[src/rtl/rtcm3_pkg.sv]
// ----------------------------------------------------------------------------
// rtcm3_pkg
// Shared types, constants and the CRC-24Q byte step for the RTCM3 deframer.
// ----------------------------------------------------------------------------
package rtcm3_pkg;

  // Frame constants
  localparam logic [7:0]  Preamble  = 8'hD3;
  // Low 24 bits of 0x1864CFB; the top bit is implied by the shift-out
  localparam logic [23:0] CrcPoly   = 24'h864CFB;
  localparam logic [1:0]  LenHiMask = 2'h3;
  localparam logic [9:0]  CrcBytes  = 10'd3;

  // Deframer phase
  typedef enum logic [2:0] {
    PH_SEARCH  = 3'd0,
    PH_LEN_HI  = 3'd1,
    PH_LEN_LO  = 3'd2,
    PH_PAYLOAD = 3'd3,
    PH_CRC     = 3'd4
  } phase_e;

  // Input word held in the input register
  typedef struct packed {
    logic       valid;
    logic [7:0] data;
  } in_word_t;

  // One result word
  typedef struct packed {
    logic [11:0] message_number;
    logic [9:0]  payload_length;
    logic        crc_ok;
    logic [23:0] computed_crc;
  } result_t;

  // Result handed from the parser to the output register
  typedef struct packed {
    logic    emit;
    result_t res;
  } emit_t;

  // CRC-24Q over one byte, msb first, no reflection
  function automatic logic [23:0] crc24q_byte(input logic [23:0] crc,
                                              input logic [7:0]  b);
    logic [23:0] c;
    logic        top;
    c = crc ^ {b, 16'h0000};
    for (int k = 0; k < 8; k++) begin
      top = c[23];
      c   = {c[22:0], 1'b0};
      if (top) begin
        c = c ^ CrcPoly;
      end
    end
    return c;
  endfunction

endpackage

[src/rtl/rtcm3_in_stage.sv]
// ----------------------------------------------------------------------------
// rtcm3_in_stage
// Input register: holds one byte word until the parser takes it.
// ----------------------------------------------------------------------------
module rtcm3_in_stage (
  input  logic               clk_i,
  input  logic               rst_ni,
  input  logic               in_valid_i,
  output logic               in_stall_o,
  input  logic [7:0]         data_byte_i,
  input  logic               take_i,
  output rtcm3_pkg::in_word_t word_o
);

  logic       valid_q;
  logic [7:0] data_q;
  logic       accept;

  // Stall only when a word is held and the parser does not take it
  assign in_stall_o = valid_q && !take_i;
  assign accept     = in_valid_i && !in_stall_o;

  always_ff @(posedge clk_i or negedge rst_ni) begin
    if (!rst_ni) begin
      valid_q <= 1'b0;
    end else if (accept) begin
      valid_q <= 1'b1;
    end else if (take_i) begin
      valid_q <= 1'b0;
    end
  end

  always_ff @(posedge clk_i) begin
    if (accept) begin
      data_q <= data_byte_i;
    end
  end

  assign word_o.valid = valid_q;
  assign word_o.data  = data_q;

endmodule

[src/rtl/rtcm3_parser.sv]
// ----------------------------------------------------------------------------
// rtcm3_parser
// Frame state machine, CRC-24Q accumulation and message number capture.
// ----------------------------------------------------------------------------
module rtcm3_parser (
  input  logic                clk_i,
  input  logic                rst_ni,
  input  rtcm3_pkg::in_word_t word_i,
  input  logic                out_ready_i,
  output logic                take_o,
  output rtcm3_pkg::emit_t    emit_o
);

  rtcm3_pkg::phase_e phase_q, phase_d;
  logic [9:0]  count_q, count_d;
  logic [9:0]  len_q, len_d;
  logic [23:0] crc_q, crc_d;
  logic [23:0] rx_q, rx_d;
  logic [11:0] msg_q, msg_d;
  logic [7:0]  b;
  logic [23:0] crc_next;
  logic [9:0]  count_inc;
  logic        last_byte;
  logic        pos0, pos1;

  assign b         = word_i.data;
  assign crc_next  = rtcm3_pkg::crc24q_byte(crc_q, b);
  assign count_inc = count_q + 10'd1;

  // Only the last CRC byte needs room in the output register
  assign last_byte = (phase_q == rtcm3_pkg::PH_CRC) && (count_inc == rtcm3_pkg::CrcBytes);
  assign take_o    = word_i.valid && (!last_byte || out_ready_i);

  // Byte position after the header, checked for the first two positions
  always_comb begin
    pos0 = 1'b0;
    pos1 = 1'b0;
    case (phase_q)
      rtcm3_pkg::PH_PAYLOAD: begin
        pos0 = (count_q == 10'd0);
        pos1 = (count_q == 10'd1);
      end
      rtcm3_pkg::PH_CRC: begin
        pos0 = (len_q == 10'd0) && (count_q == 10'd0);
        pos1 = ((len_q == 10'd0) && (count_q == 10'd1)) ||
               ((len_q == 10'd1) && (count_q == 10'd0));
      end
      default: begin
        pos0 = 1'b0;
        pos1 = 1'b0;
      end
    endcase
  end

  // Next state and result
  always_comb begin
    phase_d = phase_q;
    count_d = count_q;
    len_d   = len_q;
    crc_d   = crc_q;
    rx_d    = rx_q;
    msg_d   = msg_q;
    emit_o  = '0;

    // message number capture (payload and CRC phases only)
    if (pos0) begin
      msg_d = {b, 4'h0};
    end else if (pos1) begin
      msg_d = {msg_q[11:4], b[7:4]};
    end

    case (phase_q)
      rtcm3_pkg::PH_LEN_HI: begin
        len_d   = {b[1:0] & rtcm3_pkg::LenHiMask, 8'h00};
        crc_d   = crc_next;
        phase_d = rtcm3_pkg::PH_LEN_LO;
      end
      rtcm3_pkg::PH_LEN_LO: begin
        len_d   = {len_q[9:8], b};
        crc_d   = crc_next;
        count_d = 10'd0;
        rx_d    = 24'h0;
        phase_d = ({len_q[9:8], b} == 10'd0) ? rtcm3_pkg::PH_CRC : rtcm3_pkg::PH_PAYLOAD;
      end
      rtcm3_pkg::PH_PAYLOAD: begin
        crc_d = crc_next;
        if (count_inc == len_q) begin
          count_d = 10'd0;
          phase_d = rtcm3_pkg::PH_CRC;
        end else begin
          count_d = count_inc;
        end
      end
      rtcm3_pkg::PH_CRC: begin
        rx_d    = {rx_q[15:0], b};
        count_d = count_inc;
        if (last_byte) begin
          emit_o.emit               = word_i.valid && take_o;
          emit_o.res.message_number = msg_d;
          emit_o.res.payload_length = len_q;
          emit_o.res.crc_ok         = (crc_q == rx_d);
          emit_o.res.computed_crc   = crc_q;
          count_d = 10'd0;
          phase_d = rtcm3_pkg::PH_SEARCH;
        end
      end
      default: begin
        // preamble search; unused codes behave the same
        if (b == rtcm3_pkg::Preamble) begin
          crc_d   = rtcm3_pkg::crc24q_byte(24'h0, b);
          len_d   = 10'd0;
          count_d = 10'd0;
          rx_d    = 24'h0;
          msg_d   = 12'h0;
          phase_d = rtcm3_pkg::PH_LEN_HI;
        end else begin
          phase_d = rtcm3_pkg::PH_SEARCH;
        end
      end
    endcase
  end

  // State registers, updated only when a word is taken
  always_ff @(posedge clk_i or negedge rst_ni) begin
    if (!rst_ni) begin
      phase_q <= rtcm3_pkg::PH_SEARCH;
      count_q <= 10'd0;
      len_q   <= 10'd0;
      crc_q   <= 24'h0;
      rx_q    <= 24'h0;
      msg_q   <= 12'h0;
    end else if (take_o) begin
      phase_q <= phase_d;
      count_q <= count_d;
      len_q   <= len_d;
      crc_q   <= crc_d;
      rx_q    <= rx_d;
      msg_q   <= msg_d;
    end
  end

  // Checks
  a_emit_returns_to_search: assert property (@(posedge clk_i) disable iff (!rst_ni)
    emit_o.emit |=> phase_q == rtcm3_pkg::PH_SEARCH)
    else $error("parser did not return to preamble search after a frame");

  a_payload_count_bound: assert property (@(posedge clk_i) disable iff (!rst_ni)
    phase_q == rtcm3_pkg::PH_PAYLOAD |-> count_q < len_q)
    else $error("payload count reached the frame length");

  a_crc_count_bound: assert property (@(posedge clk_i) disable iff (!rst_ni)
    phase_q == rtcm3_pkg::PH_CRC |-> count_q < rtcm3_pkg::CrcBytes)
    else $error("CRC byte count out of range");

endmodule

[src/rtl/rtcm3_out_stage.sv]
// ----------------------------------------------------------------------------
// rtcm3_out_stage
// Output register: holds one result word until the receiver takes it.
// ----------------------------------------------------------------------------
module rtcm3_out_stage (
  input  logic               clk_i,
  input  logic               rst_ni,
  input  rtcm3_pkg::emit_t   emit_i,
  output logic               out_ready_o,
  output logic               out_valid_o,
  input  logic               out_stall_i,
  output rtcm3_pkg::result_t res_o
);

  logic               valid_q;
  rtcm3_pkg::result_t res_q;

  // Room when empty or the held word leaves this cycle
  assign out_ready_o = !valid_q || !out_stall_i;

  always_ff @(posedge clk_i or negedge rst_ni) begin
    if (!rst_ni) begin
      valid_q <= 1'b0;
    end else if (emit_i.emit) begin
      valid_q <= 1'b1;
    end else if (!out_stall_i) begin
      valid_q <= 1'b0;
    end
  end

  always_ff @(posedge clk_i) begin
    if (emit_i.emit) begin
      res_q <= emit_i.res;
    end
  end

  assign out_valid_o = valid_q;
  assign res_o       = res_q;

  // Checks
  a_no_overwrite: assert property (@(posedge clk_i) disable iff (!rst_ni)
    emit_i.emit |-> !(valid_q && out_stall_i))
    else $error("result word overwritten while stalled");

endmodule

[src/rtl/rtcm3_frame_deframer_crc24q.sv]
// ----------------------------------------------------------------------------
// rtcm3_frame_deframer_crc24q
// RTCM3 frame deframer: finds frames, checks CRC-24Q, reports message info.
// ----------------------------------------------------------------------------
// Throughput: one byte word per cycle, set by the parser stage (8-bit
//   CRC-24Q step and phase state machine); the input stalls while the last
//   CRC byte of a frame waits for room in the output register. The result
//   word is registered in the output register as the parser takes that byte.
// Reset: asynchronous, active low; the parser returns to preamble search and
//   both word registers empty.
// ----------------------------------------------------------------------------
module rtcm3_frame_deframer_crc24q (
  input  logic        clk_i,
  input  logic        rst_ni,
  input  logic        in_valid_i,
  output logic        in_stall_o,
  input  logic [7:0]  data_byte_i,
  output logic        out_valid_o,
  input  logic        out_stall_i,
  output logic [11:0] message_number_o,
  output logic [9:0]  payload_length_o,
  output logic        crc_ok_o,
  output logic [23:0] computed_crc_o
);

  rtcm3_pkg::in_word_t in_word;
  rtcm3_pkg::emit_t    emit;
  rtcm3_pkg::result_t  res;
  logic                take;
  logic                out_ready;

  rtcm3_in_stage u_in_stage (
    .clk_i       (clk_i),
    .rst_ni      (rst_ni),
    .in_valid_i  (in_valid_i),
    .in_stall_o  (in_stall_o),
    .data_byte_i (data_byte_i),
    .take_i      (take),
    .word_o      (in_word)
  );

  rtcm3_parser u_parser (
    .clk_i       (clk_i),
    .rst_ni      (rst_ni),
    .word_i      (in_word),
    .out_ready_i (out_ready),
    .take_o      (take),
    .emit_o      (emit)
  );

  rtcm3_out_stage u_out_stage (
    .clk_i       (clk_i),
    .rst_ni      (rst_ni),
    .emit_i      (emit),
    .out_ready_o (out_ready),
    .out_valid_o (out_valid_o),
    .out_stall_i (out_stall_i),
    .res_o       (res)
  );

  assign message_number_o = res.message_number;
  assign payload_length_o = res.payload_length;
  assign crc_ok_o         = res.crc_ok;
  assign computed_crc_o   = res.computed_crc;

endmodule

[config.mk]
export PLATFORM = sky130hd
export DESIGN_NAME = rtcm3_frame_deframer_crc24q
export DESIGN_NICKNAME = d
export VERILOG_FILES = /design/src/rtl/rtcm3_pkg.sv /design/src/rtl/rtcm3_in_stage.sv /design/src/rtl/rtcm3_parser.sv /design/src/rtl/rtcm3_out_stage.sv /design/src/rtl/rtcm3_frame_deframer_crc24q.sv
export SDC_FILE = /design/constraint.sdc
export NUM_CORES = 1
export LEC_CHECK = 0
export ABC_AREA = 1
export BUFFER_PORTS_ARGS = -buffer_cell sky130_fd_sc_hd__buf_4
export CAP_MARGIN = 10
export CORE_ASPECT_RATIO = 2
export CORE_MARGIN = 10
export CORE_UTILIZATION = 49
export CTS_CLUSTER_DIAMETER = 200
export CTS_CLUSTER_SIZE = 25
export DETAILED_ROUTE_END_ITERATION = 12
export GPL_ROUTABILITY_DRIVEN = 1
export PLACE_DENSITY = 0.71
export SYNTH_ARGS = -nofsm -noshare
export SYNTH_HDL_FRONTEND = slang
export SYNTH_SLANG_ARGS = --single-unit
[constraint.sdc]
create_clock -name clk_i -period 6.76 [get_ports clk_i]
set_input_delay 0.676 -clock clk_i [delete_from_list [all_inputs] [get_ports clk_i]]
set_output_delay 0.676 -clock clk_i [all_outputs]
set_load 0.1 [all_outputs]
==> reports/metrics.yaml, run 1 <==
routing:
  antenna_left: 0
  routed_wl_mm: 23.37
  wl_per_cell_um: 19.87
  drtIter0Drc: 433
  vias_per_cell: 5.530
  firstDrtPassIters: 5
  vias: 6503
  drcViolationCount: 0
global_route:
  overflow: 0
  grt_max_degree: 52
  first_global_vias: 6711
  grt_pass1_wl_mm: 36.51
  grt.total_usage_pct: 22.58
  antenna_found_initial: 0
placement:
  io_buffers: 60
  dp.cells: 1144
  pre_cts_slack_ps: 3260
  dp_hpwl_mm: 17.41
  gpl.final_weighted_congestion: 0.9657
critical_path:
  cp.arrival_ps: 3160
  r2r_start: "u_parser.count_q[0]"
  critPathCaptureType: "output port"
  crit_type: "flip-flop to output port"
  critPathLaunchType: "flip-flop"
  startpoint: "u_parser.count_q[0]"
  crit_required_ps: 6080
  worst-path-max-fanout: 50
floorplanning:
  die_w_um: 108.7
  coreArea_sq_um: 15370
  rows: 64
  start_util_pct: 50.16
  die_h_um: 197.4
  boundaryPins: 61
  dieArea_sq_um: 21460
cts:
  clkTransAtPathRegs_ps: 60
  clockBufferDepth: 2
  clk_latency_ps: 430
  cts_tree: "done"
  h-tree-depth: 4
  numCtsBuffers: 17
  post_cts_buffers: 0
  cts_resized: 0
  cts-hold-fix-buffers: 0
  ctsRootBufferMaster: "clkbuf_16"
  numClockSinks: 132
logic_synthesis:
  synth-async-reset-ratio_pct: 58.33
  synth.distinct_cells: 47
  syn-num-nets: 929
  synth_seq_cells: 132
  ys.flop_type: "dfrtp_1"
  yosysWarnings: 0
  ys_seq_area_share_pct: 46.40
  syn_avg_cell_area_sq_um: 8.466
  synth-edff-count: 55
  syn_area_sq_um: 7712
  synthCells: 911
timing:
  drv_slew: 0
  tightest_slew_ps: 885.2
  max-slew-margin-rel_pct: 40.92
  fin_crit_sh_pct: 56.79
  fmax_mhz: 260.5
  grt_setup_unrepaired: "no"
  period_needed_ps: 3839
  hold_viol: 0
  tns_ps: 0
  finClkSkew_ps: 10.86
  postLayoutSetupSlackWorst_ps: 2921
  setup_viol: 0
power_and_ir_drop:
  power.leakage_nw: 4.048
  power_density_nw_per_um2: 425.4
  seq_power_share_pct: 30.5
  internal-power_mw: 2.029
  sw_frac_of_total_pct: 46.08
  clkPwrFrac_pct: 23.4
  p_total_mw: 3.762
  switchingPower_mw: 1.734
  p_comb_share_pct: 46.0
  ir_drop_v: 0.0002887
finish:
  num-fill-cells: 1427
  nNetsFinal: 983
  n_antenna_cell: 0
  instances_no_fill: 1176
  multi_input_area_sq_um: 3537
  area_delta_synth_final_pct: 14.67
  seq_area_sq_um: 3578
  drive_gt1_share_pct: 18.30
run_status:
  status: "completed"
run:
  maxCapViolations: 0
min_path:
  hp-class: "input port to async pin"
cells in the final DEF (no fill, tap or decap), types with 13 or more instances in the layout:
master	Yosys	final
edfxtp_1	55	55
nor2_1	93	91
o21ai_0	55	55
dfrtp_1	77	77
buf_4	3	68
xor2_1	58	58
nand3_2	20	20
nand4_1	19	19
xnor2_1	13	13
nand2_2	16	17
clkbuf_16	0	17
inv_1	99	99
a21oi_1	24	24
nand3_1	56	56
nand2_1	196	195
power by group through the flow:
stage	Clock, mW	Sequential [mW]	Combinational (mW)
after floorplan	0	1.10	1.29
after global placement	0	1.15	1.67
after detailed placement	0	1.16	1.69
after CTS	0.893	1.14	1.70
after global routing	0.930	1.16	1.89
final	0.881	1.15	1.73
layout make-up:
class / instances / share of cell area, %
Inverter: 109 / 4.626
Timing Repair Buffer: 68 / 5.773
Clock buffer: 17 / 4.810
Clock inverter: 15 / 1.528
Tap cell: 198 / 2.801
Sequential cell: 132 / 40.46
Multi-Input combinational cell: 637 / 40.00
per-stage QoR:
step	hold WS (ps)	area (sq um)	util (%)
2_1_floorplan	380.4	7712	-
3_3_place_gp	455.6	8283	53.87
3_5_place_dp	472.1	8283	53.87
4_1_cts	171.7	8843	57.52
5_1_grt	190.8	8843	57.52
6_report	164.5	8843	57.52
synth_stat cells (10+ instances only):
cell	number	share of area [%]
xnor2_1	13	1.5
nand3_2	20	2.6
o21ai_0	55	3.6
inv_1	99	4.8
nand4_1	19	1.5
nand3_1	56	3.6
nand2_1	196	9.5
a21oi_1	24	1.6
xor2_1	58	6.6
o21ai_1	10	0.65
nand2_2	16	1.3
edfxtp_1	55	21
dfrtp_1	77	25
buf_2	12	0.78
nor2_1	93	4.5
worst paths after layout:
path	depth (start not counted)	to	slack (ps)
setup / recovery	13	in_stall_o	2920
hold / removal	1	u_parser.count_q[5]	160
setup reg to reg	13	u_out_stage.res_o[38]	3270
hold reg to reg	2	u_parser.msg_q[8]	480
max in group asynchronous	2	u_parser.msg_q[4]	5560
min in group clk_i	1	u_in_stage.data_q[3]	420
kinds of logic after synthesis:
logic type | synth area share (%)
simple gates | 28.13
fa+ha+maj | 0.9734
flops | 46.40
xor+xnor | 8.063
compound gates | 8.452
buf+inv | 7.982
routing by layer:
metal  vias to the layer above  part of all wire (%)  track usage [%]
met2                       197                    56            42.23
met5                         -                     0                0
met1                      3132                    34            21.23
met3                        86                   3.5            3.791
met4                         0                   6.6            15.66
li1                       3088                     -                -
flip-flops by register name (all words and copies together) (netlist names):
| signal | count |
|---|---|
| u_in_stage.valid_q | 1 |
| u_parser.phase_q | 3 |
| u_parser.len_q | 10 |
| u_in_stage.data_q | 8 |
| u_out_stage.out_valid_o | 1 |
| u_out_stage.res_o | 47 |
| u_parser.msg_q | 12 |
| u_parser.crc_q | 24 |
| u_parser.rx_q | 16 |
| u_parser.count_q | 10 |
worst max-delay path: stages (launching register included):
cell and delay, ps:
dfrtp_1 500, ha_1 270, nand4_2 120, nor3_2 180, inv_1 60, nand2_1 140
inv_2 70, nor4_4 240, nand3_1 120, nor2_1 130, nand2_2 50, buf_4 290
nor3_2 210, buf_4 320
No activity file was read; power rests on OpenSTA's default activity.
==> inputs of run 2 (changes only) <==
- clock period: 6.76 -> 3.9 ns (I/O delays scaled with it)
==> reports/metrics.yaml, run 2 (synthesis results as in run 1) <==
critical_path:
  critPathCaptureType: "output port"
  crit_required_ps: 3510
  crit_type: "flip-flop to output port"
  reg2reg_slack_ps: 810
  cp.arrival_ps: 2900
  worst-path-max-fanout: 9
  ff2ff_path_depth: 13
  critPathLaunchType: "flip-flop"
global_route:
  grt_use_met1_pct: 21.63
  overflow: 0
  antenna_found_initial: 0
  grt_pass1_wl_mm: 37.09
  grt-busiest-layer: "met2"
  grt.met2_usage_pct: 42.54
  grt.total_usage_pct: 22.80
  grt_max_degree: 58
  first_global_vias: 6727
  grt_use_met3_pct: 3.529
routing:
  vias: 6487
  routed_wl_mm: 23.51
  antenna_left: 0
  wl_per_cell_um: 19.90
  firstDrtPassIters: 5
  drtIter0Drc: 504
  drcViolationCount: 0
  vias_per_cell: 5.493
cts:
  cts-hold-fix-buffers: 0
  numClockSinks: 132
  clk_latency_ps: 430
  ctsRootBufferMaster: "clkbuf_16"
  cts_resized: 0
  numCtsBuffers: 17
  clockBufferDepth: 2
  cts_tree: "done"
  post_cts_buffers: 0
  h-tree-depth: 4
  clkTransAtPathRegs_ps: 60
timing:
  fmax_mhz: 304.0
  finClkSkew_ps: 9.789
  tns_ps: 0
  tightest_slew_ps: 786.0
  setup_viol: 0
  grt_setup_unrepaired: "no"
  hold_viol: 0
  max-slew-margin-rel_pct: 47.60
  period_needed_ps: 3290
  drv_slew: 0
  fin_crit_sh_pct: 84.36
power_and_ir_drop:
  sw_frac_of_total_pct: 46.67
  p_comb_share_pct: 45.9
  switchingPower_mw: 3.099
  ir_drop_v: 0.0004271
  power.leakage_nw: 4.216
  seq_power_share_pct: 30.2
  clkPwrFrac_pct: 23.9
  internal-power_mw: 3.540
  power_density_nw_per_um2: 746.7
finish:
  area_delta_synth_final_pct: 15.28
  num-fill-cells: 1448
  final_cell_mix: "195 x nand2_1, 99 x inv_1, 92 x nor2_1, 77 x dfrtp_1, 73 x buf_4"
  drive_gt1_share_pct: 18.62
  nNetsFinal: 988
  final_core_util_pct: 57.83
  largest_reg_flops: 47
  final_common_cell: "nand2_1"
  instances_no_fill: 1181
  design_area_sq_um: 8891
  n_antenna_cell: 0
min_path:
  hp-class: "input port to async pin"
placement:
  dp.cells: 1149
  dp_hpwl_mm: 17.61
  io_buffers: 60
  gpl.final_weighted_congestion: 0.9977
  place_area_sq_um: 8318
floorplanning:
  start_util_pct: 50.16
  boundaryPins: 61
  dieArea_sq_um: 21460
  rows: 64
  die_w_um: 108.7
  coreArea_sq_um: 15370
  die_h_um: 197.4
run_status:
  status: "completed"
run:
  maxCapViolations: 0
## run 2: cell types whose count changed in the layout (fill, tap and decap cells not counted)
cell	delta
nor2_2	-1
inv_8	+3
clkinvlp_4	-1
clkinv_4	-1
nor2_1	+1
buf_4	+5
clkinv_2	-1
## run 2: worst paths after layout
kind,start,endpoint
worst max-delay path,u_parser.count_q[0],in_stall_o
worst min-delay path,rst_ni,u_parser.count_q[4]
worst max register to register,u_in_stage.data_q[7],u_parser.crc_q[0]
worst min register to register,u_parser.len_q[6],u_parser.len_q[6]
max in group asynchronous,rst_ni,u_parser.msg_q[6]
min in group clk_i,data_byte_i[3],u_in_stage.data_q[3]
## run 2: through the flow
stage          setup slack (ps)  hold WS, ps  power [mW]
2_1_floorplan             145.2        94.41       4.134
3_3_place_gp               1034        458.5       4.930
3_5_place_dp              909.5        461.3       4.967
4_1_cts                   588.2        78.24       6.572
5_1_grt                   363.8        90.39       7.015
6_report                  610.1        40.01       6.639
## run 2: cell type report
type                            instances  area [sq um]  share of cell area, %
Clock buffer                           17         425.4                  4.785
Tap cell                              198         247.7                  2.786
Multi-Input combinational cell        637          3535                  39.76
Timing Repair Buffer                   73         548.0                  6.164
Inverter                              109         409.1                  4.602
Sequential cell                       132          3578                  40.25
Clock inverter                         15         147.6                  1.661
## run 2: power groups by stage
stage | clock [mW] | sequential, mW | combinational (mW)
final | 1.59 | 2.00 | 3.05
after global placement | 0 | 2.01 | 2.92
after detailed placement | 0 | 2.02 | 2.95
after CTS | 1.60 | 1.99 | 2.98
after floorplan | 0 | 1.90 | 2.24
after global routing | 1.66 | 2.03 | 3.33
## run 2: critical path, stage by stage (launching register included)
cell	delay [ps]
dfrtp_1	490
ha_1	270
nand4_2	120
nor3_2	190
inv_1	60
nand2_1	150
inv_2	80
nor4_4	220
nand3_1	100
nor2_1	130
nand2_2	160
nor3_2	180
buf_4	320
## run 2: routing by layer
metal | vias up | share of wire [%]
met5 | - | 0
met4 | 0 | 6.7
met3 | 72 | 4.1
met2 | 197 | 56
met1 | 3121 | 34
li1 | 3097 | -
